==> config.mk <==
export PLATFORM = sky130hd
export DESIGN_NAME = trial_division_prime_filter_unit
export DESIGN_NICKNAME = d
export VERILOG_FILES = /design/src/rtl/tdpf_pkg.sv /design/src/rtl/trial_division_prime_filter_unit.sv /design/src/rtl/tdpf_datapath.sv /design/src/rtl/tdpf_controller.sv
export SDC_FILE = /design/constraint.sdc
export NUM_CORES = 1
export LEC_CHECK = 0
export BUFFER_PORTS_ARGS = -buffer_cell sky130_fd_sc_hd__clkbuf_2
export CAP_MARGIN = 30
export CORE_MARGIN = 1
export CORE_UTILIZATION = 35
export CTS_CLUSTER_SIZE = 28
export DETAILED_ROUTE_END_ITERATION = 10
export HOLD_SLACK_MARGIN = 0.02
export PLACE_DENSITY = 0.53
export SLEW_MARGIN = 5
export SYNTH_ARGS = -nofsm -noshare
export SYNTH_HDL_FRONTEND = slang
export SYNTH_SLANG_ARGS = --single-unit
==> constraint.sdc <==
create_clock -name clk -period 5.6 [get_ports clk]
set_clock_uncertainty 0.2 [all_clocks]
set_input_delay 0.28 -clock clk [delete_from_list [all_inputs] [get_ports clk]]
set_output_delay 0.28 -clock clk [all_outputs]
set_load 0.005 [all_outputs]
==> src/rtl/tdpf_pkg.sv <==
// Types and constants shared by the trial-division prime filter.
`default_nettype none

package tdpf_pkg;

    localparam int VALUE_WIDTH = 32;
    // Widest odd divisor: rounded-up root of a positive value.
    localparam int ROOT_WIDTH = VALUE_WIDTH / 2 + 1;
    // Bit index into the candidate for the shift-subtract remainder.
    localparam int IDX_WIDTH = $clog2(VALUE_WIDTH);
    // Highest even bit position that a positive value can reach.
    localparam int SQRT_TOP_BIT = ((VALUE_WIDTH - 2) / 2) * 2;
    // Smallest divisor tried, and the one value kept untested.
    localparam int SMALLEST_ODD_PRIME = 3;

    typedef struct packed {
        logic signed [VALUE_WIDTH-1:0] candidate;
        logic                          last_in;
    } tdpf_in_t;

    typedef struct packed {
        logic signed [VALUE_WIDTH-1:0] kept_value;
        logic                          is_prime;
        logic                          last_out;
    } tdpf_out_t;

    // Controller to datapath.
    typedef struct packed {
        logic load;       // capture a new candidate, arm the root
        logic sqrt_step;  // one root digit
        logic root_load;  // round root to odd, arm the first remainder
        logic div_step;   // one remainder bit
        logic next_div;   // step divisor down by two, rearm remainder
        logic out_load;   // fill the output register
        logic out_prime;  // verdict for out_load
    } tdpf_cmd_t;

    // Datapath to controller.
    typedef struct packed {
        logic reject;     // negative, even or below three
        logic is_three;
        logic sqrt_done;
        logic div_last;   // remainder step on bit zero
        logic rem_zero;
        logic div_three;  // divisor has reached three
    } tdpf_stat_t;

endpackage

`default_nettype wire

==> src/rtl/trial_division_prime_filter_unit.sv <==
// Top level of the trial-division prime filter.
//
// Input channel: in_valid/in_ready carry one beat of in_data (candidate, last_in).
// Output channel: out_valid/out_ready carry one beat of out_data (kept_value,
// is_prime, last_out) for every input beat, in order. kept_value is the
// candidate when it is an odd prime and zero otherwise; 2 is not kept.
// One candidate is worked at a time; in_ready is high only while idle, and
// the next input beat can be taken in the same cycle that output valid rises.
// Path from input beat to output valid:
//   negative, even, below three or equal to three: classified, then handed off;
//   otherwise classified, then the root, then the odd divisors are tried (root
//   rounded up to odd, down to 3, stopping early on a zero remainder), then handed
//   off. Each divisor costs VALUE_WIDTH-1 shift-subtract steps of the remainder
//   unit plus one check; for 31-bit values the worst case is near 23000 divisors.
// A finished result sits in the output register, so the next candidate is
// accepted while it waits; a stalled receiver holds the following result in
// the controller until the register frees.
// Reset clears the controller and output valid; the datapath registers are not reset.
`default_nettype none

module trial_division_prime_filter_unit
    import tdpf_pkg::*;
(
    input  wire logic     clk,
    input  wire logic     rst_n,
    input  wire logic     in_valid,
    output logic          in_ready,
    input  wire tdpf_in_t in_data,
    output logic          out_valid,
    input  wire logic     out_ready,
    output tdpf_out_t     out_data
);

    tdpf_cmd_t  cmd;
    tdpf_stat_t stat;

    tdpf_controller u_ctrl (
        .clk       (clk),
        .rst_n     (rst_n),
        .in_valid  (in_valid),
        .in_ready  (in_ready),
        .out_valid (out_valid),
        .out_ready (out_ready),
        .stat      (stat),
        .cmd       (cmd)
    );

    tdpf_datapath u_dp (
        .clk      (clk),
        .in_data  (in_data),
        .cmd      (cmd),
        .stat     (stat),
        .out_data (out_data)
    );

endmodule

`default_nettype wire

==> src/rtl/tdpf_datapath.sv <==
// Datapath: candidate hold, digit-serial root, shift-subtract remainder, output register.
`default_nettype none

module tdpf_datapath
    import tdpf_pkg::*;
(
    input  wire logic       clk,
    input  wire tdpf_in_t   in_data,
    input  wire tdpf_cmd_t  cmd,
    output tdpf_stat_t      stat,
    output tdpf_out_t       out_data
);

    logic [VALUE_WIDTH-1:0] value_reg, value_next;
    logic                   last_reg, last_next;
    logic [VALUE_WIDTH-1:0] x_reg, x_next;
    logic [VALUE_WIDTH-1:0] r_reg, r_next;
    logic [VALUE_WIDTH-1:0] b_reg, b_next;
    logic [ROOT_WIDTH-1:0]  div_reg, div_next;
    logic [ROOT_WIDTH-1:0]  rem_reg, rem_next;
    logic [IDX_WIDTH-1:0]   idx_reg, idx_next;
    tdpf_out_t              out_reg, out_next;

    logic [VALUE_WIDTH-1:0] trial_sum;
    logic [ROOT_WIDTH:0]    rem_shift;
    logic [ROOT_WIDTH:0]    rem_diff;

    // Form one root digit and one remainder bit
    always_comb
    begin
        trial_sum = r_reg + b_reg;
        rem_shift = {rem_reg, value_reg[idx_reg]};
        rem_diff  = rem_shift - {1'b0, div_reg};
    end

    // Advance the datapath registers on controller commands
    always_comb
    begin
        value_next = value_reg;
        last_next  = last_reg;
        x_next     = x_reg;
        r_next     = r_reg;
        b_next     = b_reg;
        div_next   = div_reg;
        rem_next   = rem_reg;
        idx_next   = idx_reg;
        out_next   = out_reg;

        if (cmd.load)
        begin
            value_next = VALUE_WIDTH'(in_data.candidate);
            last_next  = in_data.last_in;
            x_next     = VALUE_WIDTH'(in_data.candidate);
            r_next     = '0;
            b_next     = VALUE_WIDTH'(1) << SQRT_TOP_BIT;
        end

        if (cmd.sqrt_step)
        begin
            if (x_reg >= trial_sum)
            begin
                x_next = x_reg - trial_sum;
                r_next = (r_reg >> 1) + b_reg;
            end
            else
            begin
                r_next = r_reg >> 1;
            end
            b_next = b_reg >> 2;
        end

        if (cmd.root_load)
        begin
            div_next = r_reg[ROOT_WIDTH-1:0] | ROOT_WIDTH'(1);
            rem_next = '0;
            idx_next = IDX_WIDTH'(VALUE_WIDTH - 2);
        end

        if (cmd.next_div)
        begin
            div_next = div_reg - ROOT_WIDTH'(2);
            rem_next = '0;
            idx_next = IDX_WIDTH'(VALUE_WIDTH - 2);
        end

        if (cmd.div_step)
        begin
            if (!rem_diff[ROOT_WIDTH])
                rem_next = rem_diff[ROOT_WIDTH-1:0];
            else
                rem_next = rem_shift[ROOT_WIDTH-1:0];
            idx_next = idx_reg - IDX_WIDTH'(1);
        end

        if (cmd.out_load)
        begin
            out_next.kept_value = cmd.out_prime ? value_reg : '0;
            out_next.is_prime   = cmd.out_prime;
            out_next.last_out   = last_reg;
        end
    end

    // Hold payload state; no reset needed
    always_ff @(posedge clk)
    begin
        value_reg <= value_next;
        last_reg  <= last_next;
        x_reg     <= x_next;
        r_reg     <= r_next;
        b_reg     <= b_next;
        div_reg   <= div_next;
        rem_reg   <= rem_next;
        idx_reg   <= idx_next;
        out_reg   <= out_next;
    end

    // Report status to the controller
    always_comb
    begin
        stat.reject    = value_reg[VALUE_WIDTH-1] || !value_reg[0]
                         || (value_reg < VALUE_WIDTH'(SMALLEST_ODD_PRIME));
        stat.is_three  = (value_reg == VALUE_WIDTH'(SMALLEST_ODD_PRIME));
        stat.sqrt_done = (b_reg == '0);
        stat.div_last  = (idx_reg == '0);
        stat.rem_zero  = (rem_reg == '0);
        stat.div_three = (div_reg == ROOT_WIDTH'(SMALLEST_ODD_PRIME));
    end

    assign out_data = out_reg;

endmodule

`default_nettype wire

==> src/rtl/tdpf_controller.sv <==
// Controller: sequences classify, root, trial divisions and result hand-off.
`default_nettype none

module tdpf_controller
    import tdpf_pkg::*;
(
    input  wire logic       clk,
    input  wire logic       rst_n,
    input  wire logic       in_valid,
    output logic            in_ready,
    output logic            out_valid,
    input  wire logic       out_ready,
    input  wire tdpf_stat_t stat,
    output tdpf_cmd_t       cmd
);

    typedef enum logic [2:0] {
        S_IDLE,
        S_CLASSIFY,
        S_SQRT,
        S_DIV,
        S_CHECK,
        S_DONE
    } state_t;

    state_t state_reg, state_next;
    logic   verdict_reg, verdict_next;
    logic   out_valid_reg, out_valid_next;
    logic   slot_free;

    // Output slot frees when empty or being taken this cycle
    assign slot_free = !out_valid_reg || out_ready;

    always_comb
    begin
        state_next     = state_reg;
        verdict_next   = verdict_reg;
        out_valid_next = out_valid_reg;
        cmd            = '0;

        if (out_valid_reg && out_ready)
            out_valid_next = 1'b0;

        unique case (state_reg)
            S_IDLE:
            begin
                if (in_valid)
                begin
                    cmd.load   = 1'b1;
                    state_next = S_CLASSIFY;
                end
            end
            S_CLASSIFY:
            begin
                priority if (stat.reject)
                begin
                    verdict_next = 1'b0;
                    state_next   = S_DONE;
                end
                else if (stat.is_three)
                begin
                    verdict_next = 1'b1;
                    state_next   = S_DONE;
                end
                else
                begin
                    state_next = S_SQRT;
                end
            end
            S_SQRT:
            begin
                if (stat.sqrt_done)
                begin
                    cmd.root_load = 1'b1;
                    state_next    = S_DIV;
                end
                else
                begin
                    cmd.sqrt_step = 1'b1;
                end
            end
            S_DIV:
            begin
                cmd.div_step = 1'b1;
                if (stat.div_last)
                    state_next = S_CHECK;
            end
            S_CHECK:
            begin
                priority if (stat.rem_zero)
                begin
                    verdict_next = 1'b0;
                    state_next   = S_DONE;
                end
                else if (stat.div_three)
                begin
                    verdict_next = 1'b1;
                    state_next   = S_DONE;
                end
                else
                begin
                    cmd.next_div = 1'b1;
                    state_next   = S_DIV;
                end
            end
            S_DONE:
            begin
                if (slot_free)
                begin
                    cmd.out_load   = 1'b1;
                    out_valid_next = 1'b1;
                    state_next     = S_IDLE;
                end
            end
            default:
            begin
                state_next = S_IDLE;
            end
        endcase

        cmd.out_prime = verdict_reg;
    end

    // Hold state and registered outputs
    always_ff @(posedge clk or negedge rst_n)
    begin
        if (!rst_n)
        begin
            state_reg     <= S_IDLE;
            verdict_reg   <= 1'b0;
            out_valid_reg <= 1'b0;
        end
        else
        begin
            state_reg     <= state_next;
            verdict_reg   <= verdict_next;
            out_valid_reg <= out_valid_next;
        end
    end

    assign in_ready  = (state_reg == S_IDLE);
    assign out_valid = out_valid_reg;

endmodule

`default_nettype wire

# Yosys cells after proc, flatten, opt, wreduce, memory -nomap -nowiden
# Index checks and enable logic that the tools add are counted.
dict set report word_totals {
  latch_bits 0
  n_memories 0
  mem_bits_rw 0
  wordCells 100
  register_bits 191
  mem_bits_ro 0
  output_inout_bits 36
  input_bits 37
}
dict set report op_classes {
  muxes 47
  magnitude_cmp 3
  n_reduce_logical 16
  shift 0
  div_mod_pow 0
  eq_ne 13
  bitwise 0
  addsub 6
  multipliers 0
}
# operator count
set ops {}
lappend ops {{two-way mux 32 bit} 6}
lappend ops {{two-way mux 17 bit} 6}
lappend ops {{two-way mux 29 bit} 2}
lappend ops {{adder 31 x 31 -> 32 bit} 1}
lappend ops {{adder 32 x 31 -> 32 bit} 1}
lappend ops {{equality test 32 x 2 -> 1 bit, second input constant} 1}
lappend ops {{>= comparator 32 bit} 1}
lappend ops {{logical NOT 32 bit} 1}
lappend ops {{less-than comparator 32 x 2 -> 1 bit, second input constant} 1}
lappend ops {{subtractor 32 bit} 1}
lappend ops {{two-way mux 3 bit} 8}
lappend ops {{two-way mux 1 bit} 18}
lappend ops {{one-hot mux 3 bit (6 select lines)} 1}
lappend ops {{subtractor 18 x 17 -> 18 bit} 1}
lappend ops {{equality test 17 x 2 -> 1 bit, second input constant} 1}
lappend ops {{logical NOT 17 bit} 1}
lappend ops {{subtractor 17 x 2 -> 17 bit, second input constant} 1}
lappend ops {{two-way mux 5 bit} 3}
lappend ops {{equality test 3 x 2 -> 1 bit, second input constant} 2}
lappend ops {{equality test 3 bit, second input constant} 2}
lappend ops {{less-than comparator 5 x 6 -> 1 bit, second input constant} 1}
lappend ops {{!= test 2 bit, second input constant} 3}
lappend ops {{!= test 3 bit, second input constant} 2}
lappend ops {{nonzero test 2 bit} 3}
lappend ops {{14 further kinds} 17}

# Depth between registers and ports, before layout
dict set report depth {
  ltp_word 6
  depth_mapped 24
  ltp_nobuf 23
}

# Cells and area by module
# A second synthesis with hierarchy kept.
dict set report unflattened {
  cells_unflattened 1234
  hier_area_um2 12534.5
}
# mod seq_area_each_um2 cells_each area_each_um2 instances
set modules_own_cells {}
lappend modules_own_cells {tdpf_datapath 5225.0 1189 12144.1 1}
lappend modules_own_cells {tdpf_controller 125.1 45 390.4 1}

# Worst setup path after synthesis
# Ideal clock, no wire load.
dict set report synth_path {
  kind {register to register}
  startpoint {register u_dp.b_reg[0]}
  endpoint {register u_dp.r_reg[19], data pin}
  slack_ps 771
  n_path_buf 1
  synth_period_minus_slack_ps 4829
  setup_time_ps 259
  path_stages_with_launch 25
  arrival_ps 4370
  required_ps 5141
  path_cell_list {edfxtp_1 > ha_1 > ha_1 > a21oi_1 > o21bai_1 > a31o_2 > a31o_2 > a31oi_1 > o21ai_0 > a41oi_1 > nor2_1 > o21ai_0 > xor2_1 > ha_1 > a21o_1 > a21oi_1 > nand3b_1 > inv_1 > o311a_1 > o21a_1 > o21ai_1 > a21oi_1 > clkbuf_1 > nor4_1 > o21bai_1}
}
dict set report synth_via {
  elab_chain_cells 4
  word_cells_on_any_way 8
  classes_between {add/sub: 2; order compare: 1; mux: 4; reduce/logical: 1}
}
# item line_no
set synth_lines {}
lappend synth_lines {{from (decl)} tdpf_datapath.sv:18} ;# logic [VALUE_WIDTH-1:0] b_reg, b_next;
lappend synth_lines {{from (signal assigned)} tdpf_datapath.sv:110} ;# b_reg <= b_next;
lappend synth_lines {{adder 32 x 31 -> 32 bit / logical NOT 32 bit (equally long branches)} {tdpf_datapath.sv:31, tdpf_datapath.sv:123}}
lappend synth_lines {{>= comparator 32 bit / two-way mux 1 bit (equally long branches)} {tdpf_datapath.sv:60, tdpf_controller.sv:72}}
lappend synth_lines {{two-way mux 32 bit / two-way mux 2 bit (equally long branches)} {tdpf_datapath.sv:60, tdpf_controller.sv:44}}
lappend synth_lines {{two-way mux 32 bit *} tdpf_datapath.sv:58} ;# if (cmd.sqrt_step)
lappend synth_lines {{to (signal assigned)} tdpf_datapath.sv:109} ;# r_reg <= r_next;
lappend synth_lines {{to (decl)} tdpf_datapath.sv:17} ;# logic [VALUE_WIDTH-1:0] r_reg, r_next;
# Every way passes the cells marked *; elsewhere a longest branch is shown, timed or not.
# A chain may end at the register's enable or synchronous reset.

# Worst setup path after layout
dict set report layout_path {
  startpoint {register u_dp.r_reg[2]}
  endpoint {register u_dp.r_reg[11], data pin}
}
dict set report layout_via {
  elab_chain_cells 4
  word_cells_on_any_way 5
  classes_between {add/sub: 2; order compare: 1; mux: 2}
}
# item line_no
set layout_lines {}
lappend layout_lines {{adder 32 x 31 -> 32 bit} tdpf_datapath.sv:31} ;# trial_sum = r_reg + b_reg;
lappend layout_lines {{>= comparator 32 bit} tdpf_datapath.sv:60} ;# if (x_reg >= trial_sum)
lappend layout_lines {{two-way mux 32 bit *} tdpf_datapath.sv:60}
lappend layout_lines {{two-way mux 32 bit *} tdpf_datapath.sv:58}
# Marked as above.

==> reports/results.tsv <==
stage	metric	value	unit
cts	H-tree levels	4	
cts	Root Driver	clkbuf_16	
yosys	Post-synth EDFFs	152	
cells_and_area	Multi-input gate area	6720	um2
cts	CTS tree	done	
detailed_routing	Via-to-Cell Ratio	5.26	
floorplan	starting density of the core	35.7	%
cells_and_area	# nets final	1476	
floorplan	area of the core	34600	um2
cts	Sink Count	190	
global_routing	largest net degree at the start of global routing	54	
timing	final setup TNS	0	ns
timing	Slew Limit Fails	0	
floorplan	die area	36100	um2
worst_setup_path	Worst Path Max Fanout	40	
global_routing	GRT overflow	0	
timing	Setup Viol. Count Final	0	
cells_and_area	Reg area	5350	um2
yosys	post-synthesis sequential area ratio	43.3	%
timing	Final period util	91.8	%
detailed_routing	DRC	0	
worst_setup_path	CP Data Required Time	5.60	ns
timing	Final Hold Viols	0	
timing	RSZ-0062 raised after global routing	no	
cells_and_area	share of layout cells above drive strength 1	12.5	%
detailed_routing	WL final	31.4	mm
detailed_routing	DR pass1 iterations	4	
timing	Slew @ Worst Pin	0.990	ns
yosys	Mapped Area	12400	um2
global_routing	vias in the first global route	9038	
cells_and_area	Fill cells	3390	
yosys	Synth Flop Type	edfxtp_1	
worst_setup_path	CP endpoint kind	register	
run	Max-Cap Viols	0	
detailed_routing	detailed router's first-iteration violation count	490	
placed_design	RePlAce Congestion	0.899	
floorplan	Core Rows	68	
placed_design	IO buf count	72	
cts	Worst-path clk slew	0.08	ns
cells_and_area	max reg flops	34	
cells_and_area	most frequent cells in the layout	152 x edfxtp_1, 114 x a21oi_1, 113 x nor2_1	
timing	Peak Freq	195	MHz
global_routing	first-pass GRT wire length	49.3	mm
global_routing	initial antenna violation count	0	
floorplan	DIE WIDTH	190	um
yosys	register bit total from synthesis	190	
floorplan	Vert. Die Dim	190	um
placed_design	hpwl dp	23.4	mm
worst_setup_path	critical path arrival	5.14	ns
yosys	Distinct cells, synth	73	
cts	worst-skew pair later-pin latency	0.45	ns
cells_and_area	commonest non-fill, non-tap cell in the layout	edfxtp_1	
worst_setup_path	Setup CP Type	register to register	
timing	Tmin final	5.14	ns
worst_setup_path	startpoint types	register	
cts	CTS Buf Count	17	
detailed_routing	vias post-DR	9569	
detailed_routing	antenna viol nets, final	0	
global_routing	GR Util All Layers	17.5	%
yosys	Syn Inst Count	1248	
yosys	syn_area_per_cell	9.91	um2
cells_and_area	P&R area growth vs syn	15.6	%
yosys	Synth warnings	0	
detailed_routing	Routed WL per cell	17.3	um
yosys	Synth async-reset ratio	2.63	%
min_path	min-delay worst type	input pin to register	
floorplan	IO Pins	73	
run_status	status	complete, no violations	
cells_and_area	diode count	0	
yosys	Mapped Nets	1372	
cts	clock tree buffer depth	2	
timing	max_slew headroom	33.5	%
==> timing repair <==
action | in CTS | in global routing
endpoints found under the hold margin | 69 | 0
hold buffers | 36 | 0
endpoints found under the setup margin | 0 | 54
setup buffers | 0 | 0
resized for setup | 0 | 11
==> per-stage QoR <==
step	area (um2)	hold slack, ns	cells	worst slack, ns	utilization (%)
finish	14300	0.200	1820	0.460	41.3
CTS	14300	0.171	1819	0.285	41.2
global route	14300	0.227	1820	0.0463	41.3
floorplan	12400	-0.216	1248	0.771	-
global placement	13300	-0.0936	1751	0.445	38.4
detailed placement	13300	-0.0920	1751	0.308	38.4
==> layout make-up <==
type	count	area share, %
clock buffers	18	3.00
clock inverters	14	1.09
inverters	44	1.16
multi-input cells	971	47.0
flip-flops and latches	190	37.4
well taps	455	3.98
repair buffers	128	6.32
==> layer usage <==
layer  global-route usage [%]  wire [um]  vias up
met5                        0          0        -
met4                     5.61        591        0
met3                     2.38       1180       26
met2                     27.6      14000      205
met1                     24.8      15600     4459
li1                         -          -     4879
==> cells by family (layout without fill, tap and decap cells) <==
family | after synthesis | after routing | synth area share, %
flops | 190 | 190 | 43.3
mux | 44 | 44 | 4.64
simple gates | 398 | 398 | 15.7
compound gates | 345 | 345 | 17.7
fa+ha+maj | 87 | 87 | 8.92
xor+xnor | 97 | 97 | 6.87
buf+inv | 87 | 204 | 2.83
==> cells in the mapped netlist (all sizes together) (3+ instances only) <==
cell       n  area share [%]
a211oi    18             1.1
nand3b     3            0.18
nor3      22            0.89
dfrtp      5             1.0
nand3     29             1.2
a31o      11            0.78
mux4       8             1.6
nand2b     6            0.30
o21ai     75             3.1
edfxtp   152              37
mux2i     24             1.9
nand2     87             2.6
buf        9            0.47
a21oi    116             4.7
inv       44             1.3
or2        3            0.15
a21boi     4            0.24
mux2      12             1.1
a211o      3            0.21
dfxtp     33             5.3
o31ai      8            0.49
xor2      37             2.6
nor2b     16            0.81
a2111oi    3            0.36
and4       3            0.21
o21bai    15            0.91
a31oi     23             1.2
ha        85             8.6
xnor2     60             4.2
a21o      20             1.2
a41o       4            0.32
a41oi      3            0.21
nor2     114             3.5
and2      51             2.6
and3       5            0.25
o21a      15            0.91
nor4      23             1.2
o211ai     3            0.18
or3       16            0.81
nand4     15            0.76
clkbuf    34             1.0
==> worst max-delay path, cell delays in order, from the launching register on <==
cell and delay [ns]:
edfxtp_1 0.46, ha_1 0.36, a31oi_1 0.26, o21bai_1 0.15
a31oi_1 0.25, o31ai_1 0.16, a211o_1 0.32, a21boi_0 0.38
o21ai_0 0.22, a31o_2 0.30, xnor2_1 0.12, ha_1 0.38
nand4_1 0.15, nor3_1 0.18, a21oi_1 0.10, o21ai_1 0.16
a21o_1 0.20, buf_12 0.21, a21oi_1 0.09, a31o_2 0.22
==> final timing paths <==
check / depth (start not counted) / to / slack, ns / startpoint
worst min-delay path: 4 / u_ctrl.state_reg[2] / 0.20 / in_valid
max in group asynchronous: 3 / u_ctrl.state_reg[0] / 4.40 / rst_n
worst min register to register: 0 / u_dp.out_data[0] / 0.24 / u_dp.last_reg
worst max register to register: 19 / u_dp.r_reg[11] / 0.46 / u_dp.r_reg[2]
worst max-delay path: 19 / u_dp.r_reg[11] / 0.46 / u_dp.r_reg[2]
min in group asynchronous: 3 / u_ctrl.out_valid / 0.59 / rst_n
Power is left out: the tool's default activity adds up to more than one toggle a clock period on the data nets, which glitch-free logic cannot reach.
